===== src/rtl/lcdsb_pkg.sv =====
// lcdsb_pkg: shared constants and types for the LCD shadow buffer refresh block.
// Depends on nothing; used by lcd_shadow_buffer_refresh and its testbench.
package lcdsb_pkg;

  // display geometry defaults
  localparam int COLUMNS_DEF = 16;
  localparam int ROWS_DEF    = 2;

  // a refresh sends at most this many bytes, two per cell
  localparam int MAX_RESULTS   = 64;
  localparam int MAX_CELLS_OUT = MAX_RESULTS / 2;
  localparam int CNT_W         = $clog2(MAX_CELLS_OUT + 1);

  // cell byte fields and bus codes
  localparam logic [7:0] DIRTY_BIT  = 8'h80;
  localparam logic [7:0] CHAR_MASK  = 8'h7f;
  localparam logic [7:0] POS_ROW0   = 8'h80;
  localparam logic [7:0] POS_ROW1   = 8'hc0;
  localparam logic [7:0] CMD_CLEAR  = 8'h01;
  localparam logic [7:0] CHAR_SPACE = 8'h20;
  localparam logic [7:0] CHAR_ZERO  = 8'h30;

  // x/10 == (x*205)>>11 for all 8-bit x
  localparam logic [7:0] RECIP_10    = 8'd205;
  localparam int         RECIP_SHIFT = 11;

  typedef enum logic [1:0] {
    OP_CHAR    = 2'd0,
    OP_DEC     = 2'd1,
    OP_REFRESH = 2'd2,
    OP_CLEAR   = 2'd3
  } opcode_e;

  typedef enum logic [2:0] {
    ST_IDLE,
    ST_WRITE,
    ST_SCAN,
    ST_SCAN_DATA,
    ST_FLUSH
  } state_e;

  // one byte for the display bus
  typedef struct packed {
    logic       is_data;
    logic [7:0] bus_byte;
  } result_t;

endpackage


===== src/rtl/lcdsb_ram.sv =====
// lcdsb_ram: generic simple dual-port RAM, one write and one registered read port.
// Depends on nothing; no reset on the array or the read data.
module lcdsb_ram #(
  parameter int WIDTH = 8,
  parameter int DEPTH = 32
) (
  input  logic                     clk_i,
  input  logic                     wr_en_i,
  input  logic [$clog2(DEPTH)-1:0] wr_addr_i,
  input  logic [WIDTH-1:0]         wr_data_i,
  input  logic                     rd_en_i,
  input  logic [$clog2(DEPTH)-1:0] rd_addr_i,
  output logic [WIDTH-1:0]         rd_data_o
);

  logic [WIDTH-1:0] mem_q [DEPTH];
  logic [WIDTH-1:0] rd_data_q;

  // write port
  always_ff @(posedge clk_i) begin
    if (wr_en_i) begin
      mem_q[wr_addr_i] <= wr_data_i;
    end
  end

  // registered read, holds when not enabled
  always_ff @(posedge clk_i) begin
    if (rd_en_i) begin
      rd_data_q <= mem_q[rd_addr_i];
    end
  end

  assign rd_data_o = rd_data_q;

endmodule


===== src/rtl/lcd_shadow_buffer_refresh.sv =====
// lcd_shadow_buffer_refresh: top level, shadow cell RAM plus sequencer for writes,
// dirty-cell refresh and clear. Depends on lcdsb_pkg and lcdsb_ram.
//
//  channel   | handshake              | payload
//  ----------+------------------------+---------------------------------------
//  request   | start / busy           | opcode_i, char_value_i, column_i, row_i
//  result    | strobe_o (one cycle)   | is_data_o, bus_byte_o, last_of_run_o
//
// A decimal write also updates the tens cell, except at column 0; a clear's result
// comes on the next cycle; a refresh adds an ST_SCAN_DATA state per dirty cell.
// Each cycle the cell RAM takes at most one read and one write.
// Reset clears the per-cell valid bits; an unwritten cell reads as the fill
// byte (zero after reset, space after a clear), so no clearing pass is needed.
// No stalls: the last byte of a refresh goes out in the same cycle that busy falls.
module lcd_shadow_buffer_refresh #(
  parameter int COLUMNS = lcdsb_pkg::COLUMNS_DEF,
  parameter int ROWS    = lcdsb_pkg::ROWS_DEF
) (
  input  logic       clk_i,
  input  logic       rst_ni,
  input  logic       start,
  output logic       busy,
  input  logic [1:0] opcode_i,
  input  logic [7:0] char_value_i,
  input  logic [3:0] column_i,
  input  logic       row_i,
  output logic       strobe_o,
  output logic       is_data_o,
  output logic [7:0] bus_byte_o,
  output logic       last_of_run_o
);

  localparam int CELLS = ROWS * COLUMNS;
  localparam int IDX_W = $clog2(CELLS);
  localparam int COL_W = $clog2(COLUMNS);
  localparam logic [IDX_W-1:0] LAST_IDX = IDX_W'(CELLS - 1);
  localparam logic [COL_W-1:0] LAST_COL = COL_W'(COLUMNS - 1);
  localparam logic [lcdsb_pkg::CNT_W-1:0] CNT_MAX =
    lcdsb_pkg::CNT_W'(lcdsb_pkg::MAX_CELLS_OUT);

  lcdsb_pkg::state_e  state_q, state_d;
  lcdsb_pkg::opcode_e op_in;

  logic accept, in_range;
  logic [IDX_W-1:0] in_addr;

  // request decode and digit split
  logic [15:0] prod;
  logic [4:0]  tens;
  logic [7:0]  units;
  logic [7:0]  tens_chr, units_chr;

  // datapath registers
  logic [IDX_W-1:0] addr_q, addr_d;
  logic [7:0]       cmp_q, cmp_d;
  logic [7:0]       tens_q, tens_d;
  logic             tens_pend_q, tens_pend_d;
  logic [COL_W-1:0] scan_col_q, scan_col_d;
  logic             scan_row_q, scan_row_d;
  logic [lcdsb_pkg::CNT_W-1:0] cnt_q, cnt_d;
  logic [7:0]       data_q, data_d;
  logic [7:0]       fill_q, fill_d;
  logic [CELLS-1:0] valid_q, valid_d;
  logic             vld_rd_q;
  lcdsb_pkg::result_t pend_q, pend_d;
  logic             pend_vld_q, pend_vld_d;

  // output registers
  logic               out_stb_q, out_stb_d;
  lcdsb_pkg::result_t out_res_q, out_res_d;
  logic               out_last_q, out_last_d;

  // RAM port controls
  logic             rd_en, wr_en;
  logic [IDX_W-1:0] rd_addr, wr_addr;
  logic [7:0]       wr_data, rd_data;
  logic [7:0]       eff;
  logic             dirty, scan_done;
  logic             produce;
  lcdsb_pkg::result_t new_res;

  lcdsb_ram #(
    .WIDTH (8),
    .DEPTH (CELLS)
  ) u_cells (
    .clk_i     (clk_i),
    .wr_en_i   (wr_en),
    .wr_addr_i (wr_addr),
    .wr_data_i (wr_data),
    .rd_en_i   (rd_en),
    .rd_addr_i (rd_addr),
    .rd_data_o (rd_data)
  );

  assign accept   = start && (state_q == lcdsb_pkg::ST_IDLE);
  assign busy     = (state_q != lcdsb_pkg::ST_IDLE);
  assign op_in    = lcdsb_pkg::opcode_e'(opcode_i);
  assign in_range = (32'(row_i) < ROWS) && (32'(column_i) < COLUMNS);
  assign in_addr  = (row_i ? IDX_W'(COLUMNS) : '0) + IDX_W'(column_i);

  // value/10 by reciprocal, remainder by one multiply-subtract
  assign prod      = 16'(char_value_i) * 16'(lcdsb_pkg::RECIP_10);
  assign tens      = prod[15:lcdsb_pkg::RECIP_SHIFT];
  assign units     = char_value_i - 8'(8'(tens) * 8'd10);
  assign tens_chr  = 8'(tens) + lcdsb_pkg::CHAR_ZERO;
  assign units_chr = units + lcdsb_pkg::CHAR_ZERO;

  // cell as read: RAM data if ever written, else the fill byte
  assign eff       = vld_rd_q ? rd_data : fill_q;
  assign dirty     = eff[7];
  assign scan_done = (addr_q == LAST_IDX) || (cnt_q == CNT_MAX);

  // next state
  always_comb begin
    state_d = state_q;
    unique case (state_q)
      lcdsb_pkg::ST_IDLE: begin
        if (accept) begin
          unique case (op_in)
            lcdsb_pkg::OP_CHAR,
            lcdsb_pkg::OP_DEC:     state_d = in_range ? lcdsb_pkg::ST_WRITE
                                                      : lcdsb_pkg::ST_IDLE;
            lcdsb_pkg::OP_REFRESH: state_d = lcdsb_pkg::ST_SCAN;
            lcdsb_pkg::OP_CLEAR:   state_d = lcdsb_pkg::ST_IDLE;
            default:               state_d = lcdsb_pkg::ST_IDLE;
          endcase
        end
      end
      lcdsb_pkg::ST_WRITE: begin
        state_d = tens_pend_q ? lcdsb_pkg::ST_WRITE : lcdsb_pkg::ST_IDLE;
      end
      lcdsb_pkg::ST_SCAN: begin
        if (dirty) begin
          state_d = lcdsb_pkg::ST_SCAN_DATA;
        end else if (addr_q == LAST_IDX) begin
          state_d = lcdsb_pkg::ST_FLUSH;
        end
      end
      lcdsb_pkg::ST_SCAN_DATA: begin
        state_d = scan_done ? lcdsb_pkg::ST_FLUSH : lcdsb_pkg::ST_SCAN;
      end
      lcdsb_pkg::ST_FLUSH: state_d = lcdsb_pkg::ST_IDLE;
      default:             state_d = lcdsb_pkg::ST_IDLE;
    endcase
  end

  // datapath and RAM controls per state
  always_comb begin
    rd_en       = 1'b0;
    rd_addr     = addr_q;
    wr_en       = 1'b0;
    wr_addr     = addr_q;
    wr_data     = cmp_q | lcdsb_pkg::DIRTY_BIT;
    produce     = 1'b0;
    new_res     = '{is_data: 1'b1, bus_byte: data_q};
    addr_d      = addr_q;
    cmp_d       = cmp_q;
    tens_d      = tens_q;
    tens_pend_d = tens_pend_q;
    scan_col_d  = scan_col_q;
    scan_row_d  = scan_row_q;
    cnt_d       = cnt_q;
    data_d      = data_q;
    fill_d      = fill_q;
    valid_d     = valid_q;
    out_stb_d   = 1'b0;
    out_res_d   = out_res_q;
    out_last_d  = 1'b0;

    unique case (state_q)
      lcdsb_pkg::ST_IDLE: begin
        if (accept) begin
          unique case (op_in)
            lcdsb_pkg::OP_CHAR,
            lcdsb_pkg::OP_DEC: begin
              rd_en       = in_range;
              rd_addr     = in_addr;
              addr_d      = in_addr;
              cmp_d       = (op_in == lcdsb_pkg::OP_DEC) ? units_chr : char_value_i;
              tens_d      = tens_chr;
              tens_pend_d = (op_in == lcdsb_pkg::OP_DEC) && (column_i != 4'd0);
            end
            lcdsb_pkg::OP_REFRESH: begin
              rd_en      = 1'b1;
              rd_addr    = '0;
              addr_d     = '0;
              scan_col_d = '0;
              scan_row_d = 1'b0;
              cnt_d      = '0;
            end
            lcdsb_pkg::OP_CLEAR: begin
              // all cells become clean spaces at once
              fill_d     = lcdsb_pkg::CHAR_SPACE;
              valid_d    = '0;
              out_stb_d  = 1'b1;
              out_res_d  = '{is_data: 1'b0, bus_byte: lcdsb_pkg::CMD_CLEAR};
              out_last_d = 1'b1;
            end
            default: ;
          endcase
        end
      end

      // read-modify-write of one cell, then the tens cell if pending
      lcdsb_pkg::ST_WRITE: begin
        if (eff != cmp_q) begin
          wr_en            = 1'b1;
          valid_d[addr_q]  = 1'b1;
        end
        if (tens_pend_q) begin
          rd_en       = 1'b1;
          rd_addr     = addr_q - IDX_W'(1);
          addr_d      = addr_q - IDX_W'(1);
          cmp_d       = tens_q;
          tens_pend_d = 1'b0;
        end
      end

      lcdsb_pkg::ST_SCAN: begin
        if (dirty) begin
          // clear the mark, send the position command
          wr_en   = 1'b1;
          wr_data = eff & lcdsb_pkg::CHAR_MASK;
          valid_d[addr_q] = 1'b1;
          data_d  = eff & lcdsb_pkg::CHAR_MASK;
          cnt_d   = cnt_q + lcdsb_pkg::CNT_W'(1);
          produce = 1'b1;
          new_res = '{is_data: 1'b0,
                      bus_byte: (scan_row_q ? lcdsb_pkg::POS_ROW1 : lcdsb_pkg::POS_ROW0)
                                + 8'(scan_col_q)};
        end else if (addr_q != LAST_IDX) begin
          rd_en   = 1'b1;
          rd_addr = addr_q + IDX_W'(1);
        end
      end

      lcdsb_pkg::ST_SCAN_DATA: begin
        produce = 1'b1;
        if (!scan_done) begin
          rd_en   = 1'b1;
          rd_addr = addr_q + IDX_W'(1);
        end
      end

      lcdsb_pkg::ST_FLUSH: begin
        // the held-back result is the last of the run
        if (pend_vld_q) begin
          out_stb_d  = 1'b1;
          out_res_d  = pend_q;
          out_last_d = 1'b1;
        end
      end

      default: ;
    endcase

    // scan position advances with each new read
    if ((state_q == lcdsb_pkg::ST_SCAN || state_q == lcdsb_pkg::ST_SCAN_DATA) && rd_en) begin
      addr_d = addr_q + IDX_W'(1);
      if (scan_col_q == LAST_COL) begin
        scan_col_d = '0;
        scan_row_d = 1'b1;
      end else begin
        scan_col_d = scan_col_q + COL_W'(1);
      end
    end

    // hold back one result so the last one can be marked
    pend_d     = pend_q;
    pend_vld_d = pend_vld_q;
    if (produce) begin
      pend_d     = new_res;
      pend_vld_d = 1'b1;
      if (pend_vld_q) begin
        out_stb_d = 1'b1;
        out_res_d = pend_q;
      end
    end
    if (state_q == lcdsb_pkg::ST_FLUSH) begin
      pend_vld_d = 1'b0;
    end
  end

  // control registers
  always_ff @(posedge clk_i or negedge rst_ni) begin
    if (!rst_ni) begin
      state_q     <= lcdsb_pkg::ST_IDLE;
      tens_pend_q <= 1'b0;
      cnt_q       <= '0;
      fill_q      <= '0;
      valid_q     <= '0;
      pend_vld_q  <= 1'b0;
      out_stb_q   <= 1'b0;
      out_last_q  <= 1'b0;
    end else begin
      state_q     <= state_d;
      tens_pend_q <= tens_pend_d;
      cnt_q       <= cnt_d;
      fill_q      <= fill_d;
      valid_q     <= valid_d;
      pend_vld_q  <= pend_vld_d;
      out_stb_q   <= out_stb_d;
      out_last_q  <= out_last_d;
    end
  end

  // payload registers
  always_ff @(posedge clk_i) begin
    addr_q     <= addr_d;
    cmp_q      <= cmp_d;
    tens_q     <= tens_d;
    scan_col_q <= scan_col_d;
    scan_row_q <= scan_row_d;
    data_q     <= data_d;
    pend_q     <= pend_d;
    out_res_q  <= out_res_d;
    if (rd_en) begin
      vld_rd_q <= valid_q[rd_addr];
    end
  end

  assign strobe_o      = out_stb_q;
  assign is_data_o     = out_res_q.is_data;
  assign bus_byte_o    = out_res_q.bus_byte;
  assign last_of_run_o = out_last_q;

  // no result may stay held back once the sequencer is idle
  a_idle_no_pending: assert property (@(posedge clk_i) disable iff (!rst_ni)
    (state_q == lcdsb_pkg::ST_IDLE) |-> !pend_vld_q)
    else $error("held-back result left while idle");

  // an accepted clear answers with the clear command on the next cycle
  a_clear_result: assert property (@(posedge clk_i) disable iff (!rst_ni)
    (accept && op_in == lcdsb_pkg::OP_CLEAR) |=>
      (strobe_o && !is_data_o && last_of_run_o && bus_byte_o == lcdsb_pkg::CMD_CLEAR))
    else $error("clear command not issued");

  // a position command is always followed by its data byte
  a_pos_not_last: assert property (@(posedge clk_i) disable iff (!rst_ni)
    (strobe_o && !is_data_o && bus_byte_o != lcdsb_pkg::CMD_CLEAR) |-> !last_of_run_o)
    else $error("position command marked last");

  // a refresh never sends more cells than the run limit
  a_cnt_limit: assert property (@(posedge clk_i) disable iff (!rst_ni)
    (state_q == lcdsb_pkg::ST_SCAN && dirty) |-> (cnt_q < CNT_MAX))
    else $error("refresh exceeded its cell limit");

endmodule


===== config.mk =====
export PLATFORM = sky130hd
export DESIGN_NAME = lcd_shadow_buffer_refresh
export DESIGN_NICKNAME = d
export VERILOG_FILES = /design/src/rtl/lcdsb_pkg.sv /design/src/rtl/lcdsb_ram.sv /design/src/rtl/lcd_shadow_buffer_refresh.sv
export SDC_FILE = /design/constraint.sdc
export NUM_CORES = 1
export LEC_CHECK = 0
export ABC_AREA = 1
export BUFFER_PORTS_ARGS = -buffer_cell sky130_fd_sc_hd__buf_2
export CELL_PAD_IN_SITES_DETAIL_PLACEMENT = 1
export CELL_PAD_IN_SITES_GLOBAL_PLACEMENT = 2
export CORE_MARGIN = 4
export CORE_UTILIZATION = 44
export DETAILED_ROUTE_END_ITERATION = 12
export HOLD_SLACK_MARGIN = 0.06
export PLACE_DENSITY_LB_ADDON = 0.1
export SYNTH_ARGS = -nofsm -noshare
export SYNTH_HDL_FRONTEND = slang
export SYNTH_SLANG_ARGS = --single-unit

===== constraint.sdc =====
create_clock -name clk_i -period 6.5 [get_ports clk_i]
set_clock_uncertainty 0.15 [all_clocks]
set_input_delay 1.3 -clock clk_i [delete_from_list [all_inputs] [get_ports clk_i]]
set_output_delay 1.3 -clock clk_i [all_outputs]
set_load 0.005 [all_outputs]

==> Flow_metrics.wiki <==
{| class="wikitable"
! Metric !! Value
|-
| Outcome || finished, final reports clean
|-
| Launching element type of the critical path || input port
|-
| Die Height || 211.8 um
|-
| Tcrit/Tclk final || 0.9942
|-
| Syn nets || about 2000
|-
| WHS Endpoint || is_data_o
|-
| Number of H-tree branching levels || 2
|-
| Max transition margin || 0.1207
|-
| Hold Crit Depth || 1
|-
| Max-slew violation count || 0
|-
| Critical Path Most Common Cell || sky130_fd_sc_hd__ha_4
|-
| Total half-perimeter wirelength after legalization and detailed placement || 33.42 mm
|-
| Sum of negative setup slack || 0 ns
|-
| Global-route usage over all layers || 0.2380
|-
| Synth top area cells || sky130_fd_sc_hd__edfxtp_1 (50%), sky130_fd_sc_hd__nand3_1 (10%), sky130_fd_sc_hd__inv_1 (7.3%)
|-
| Cell type of the slowest stage on the worst timing path || sky130_fd_sc_hd__fa_2
|-
| Final wirelength || 52.86 mm
|-
| Post-synthesis cell area || about 18000 um^2
|-
| #FFs+latches synth || 360
|-
| Remaining DRCs || 0
|-
| Vias per inst || 5.328
|-
| Total inserted antenna cells || 0
|-
| Register-to-Register Setup Slack || 1.27 ns
|-
| Critical path peak fanout || 4
|-
| Clock transition at the registers of the reported paths || 0.06 ns
|-
| Worst Setup End Kind || flop
|-
| Overflow after GRT || 0
|-
| Slew at the pin with the worst max-slew slack || 1.309 ns
|-
| Largest buffer count on any clock path || 3
|-
| Die area || about 45000 um^2
|-
| Pin count of the biggest net entering global routing || a little over 70
|-
| Gp weighted congestion || 0.8152
|-
| Clock Root Buffer || sky130_fd_sc_hd__clkbuf_16
|-
| Fill count || 4604
|-
| Critical R2R Launch || addr_q[0]
|-
| Effective utilization at floorplan || 0.4464
|-
| Number of antenna-violating nets in the routed design || 0
|-
| FF-to-FF path depth || 18
|-
| Number of buffers created by CTS || 41
|-
| Via count of the first global-routing pass || ~15000
|-
| Core region area || 40920 um^2
|-
| Max-cap check violation count || 0
|-
| Final number of hold-violating endpoints || 0
|-
| P&R area growth vs syn || 14.20%
|-
| Buffers plus inverters on the worst setup path || 5
|-
| R2R Path End || u_cells.rd_data_o[6]
|-
| Worst Setup Path Type || in -> reg
|-
| CP delay by family, top || adder cells
|-
| TritonRoute pass-1 iters || 5
|-
| Share of final-layout standard cells stronger than drive strength 1 || 0.1156
|-
| Final setup violation count || 0
|-
| I/O pin cnt || 30
|-
| Min-Delay Startpoint || pend_q[8]
|-
| Initial antenna violation count || 0
|-
| Global-route wire length before repair || 82.86 mm
|-
| Total of buffers placed on input and output ports || 29
|-
| Standard-cell rows || 74
|-
| Initial DRC Count || 959
|-
| Share of the synthesized area in the top cell type || 0.4997
|-
| # nets final || 2081
|-
| Worst endpoint data arrival time || around 6.6 ns
|-
| Final design utilization || 0.5098
|-
| Path class of the lowest-slack min-delay path || reg -> reg
|-
| RSZ-0062 raised after global routing || true
|-
| Timing-limited maximum frequency || approximately 150 MHz
|-
| CTS tree || done
|-
| Stage delay of the slowest cell on the critical path || approximately 0.55 ns
|-
| Minimum period implied by the final worst setup slack || 6.462 ns
|-
| Post-synthesis cell count || 1905
|-
| Post-synthesis average cell area || 9.590 um^2
|-
| Horiz. Die Dim || 211.8 um
|-
| Number of distinct library cell variants in the gate-level netlist after synthesis || 45
|-
| Number of synthesis warnings || 0
|-
| Average routed wire per standard cell || slightly above 20 um
|-
| Clock latency reported for the late side of the worst-skew pair || 0.56 ns
|-
| Count of vias placed by the detailed router || 13570
|-
| Number of clock sinks seen by CTS || 360
|-
| Hold Buf Count CTS || 0
|-
| Most area-hungry cell type in the Yosys netlist || sky130_fd_sc_hd__edfxtp_1
|-
| Required arrival time at the worst endpoint || 6.66 ns
|-
| Part of the Yosys area used for sequential elements || 0.5737
|}
[metal layers]
metal  vias to the layer above  share of wire  GRT usage
li1                       6465              -          -
met3                        79          0.039    0.03156
met5                         -              0          0
met1                      6790           0.46     0.3263
met4                         0          0.023    0.06952
met2                       236           0.48     0.3990
[cells in the final DEF (no fill, tap or decap), drive strengths merged, types with 2 or more instances in the layout]
master / synthesis / layout
a211oi: 2 / 2
a21boi: 2 / 2
a21o: 4 / 4
a21oi: 56 / 56
a31oi: 3 / 3
a32o: 8 / 8
buf: 57 / 124
bufinv: 0 / 3
clkbuf: 32 / 57
clkinv: 1 / 12
clkinvlp: 0 / 2
dfrtp: 46 / 46
dfxtp: 10 / 10
edfxtp: 304 / 304
fa: 11 / 11
ha: 69 / 69
inv: 363 / 365
nand2: 364 / 364
nand3: 374 / 374
nand3b: 34 / 34
nand4: 3 / 3
nor2: 50 / 50
nor3: 23 / 23
nor4: 10 / 10
o211ai: 4 / 4
o21ai: 40 / 40
or2: 2 / 2
xnor2: 8 / 8
xor2: 20 / 20
[state kept, by name, summed over array words and instances (netlist names), 3 cells and up]
signal             flops
pend_q                 9
valid_q               32
data_q                 7
tens_q                 6
u_cells.mem_q        256
scan_col_q             4
cmp_q                  8
u_cells.rd_data_o      8
bus_byte_o             8
cnt_q                  6
state_q                3
addr_q                 5
[cell families after synthesis]
group | after synthesis | synth area share
AOI/OAI and AO/OA | 123 | 0.03877
xor gates and xnor gates | 28 | 0.01342
adders and majority gates | 80 | 0.05931
buffers and inverters | 453 | 0.09903
DFF | 360 | 0.5737
and+or+nand+nor | 861 | 0.2158
[worst max path at each step]
stage / startpoint / cells past startpoint / slack (ns) / to
floorplan: char_value_i[1] / 29 / -0.17 / cmp_q[7]
global placement: char_value_i[1] / 30 / -0.59 / cmp_q[7]
detailed placement: char_value_i[1] / 31 / -0.68 / cmp_q[7]
CTS: char_value_i[1] / 31 / 0.02 / cmp_q[7]
global route: char_value_i[1] / 31 / -0.30 / cmp_q[7]
finish: char_value_i[1] / 31 / 0.04 / cmp_q[7]
[timing repair]
action,4_1_cts,5_1_grt
buffers inserted,0,0
resized for setup,4,8
pin swaps,13,8
setup endpoints to repair,1,3
hold endpoints to repair,0,0
[through the flow]
| step | setup slack, ns | area (um^2) | hold slack (ns) | std cells |
|---|---|---|---|---|
| final | 0.03758 | 20860 | 0.3110 | 2547 |
| after global routing | -0.2969 | 20860 | 0.3319 | 2547 |
| after CTS | 0.01922 | 20840 | 0.3101 | 2547 |
| after detailed placement | -0.6842 | 19480 | 0.2979 | 2472 |
| after global placement | -0.5904 | 19480 | 0.2854 | 2472 |
| after floorplan | -0.1714 | 18310 | 0.2730 | 1905 |
[Yosys cell counts (all sizes together)]
library cell,n
o41ai,1
nand3b,34
nand2,364
ha,69
clkinv,1
dfxtp,10
nor2,50
clkbuf,32
xnor2,8
a21oi,56
nor4,10
or2,2
a211oi,2
dfrtp,46
nand3,374
a21o,4
a31oi,3
o22ai,1
xor2,20
buf,57
o2111ai,1
fa,11
o21ai,40
o211ai,4
a21boi,2
a32o,8
inv,363
nor3b,1
o21bai,1
edfxtp,304
nor3,23
nand4,3
[layout make-up]
| cell class | count | area [um^2] | area share |
|---|---|---|---|
| multi-input combinational | 1092 | 6138 | 0.2942 |
| clock inverter | 18 | 176.4 | 0.008456 |
| timing repair buffer | 124 | 898.4 | 0.04306 |
| clock buffer | 57 | 1139 | 0.05457 |
| inverter | 364 | 1366 | 0.06549 |
| tap | 532 | 665.6 | 0.03190 |
| sequential | 360 | 10480 | 0.5023 |
Power is left out: the tool's default activity adds up to more than one toggle a clock period on the data nets, which glitch-free logic cannot reach.
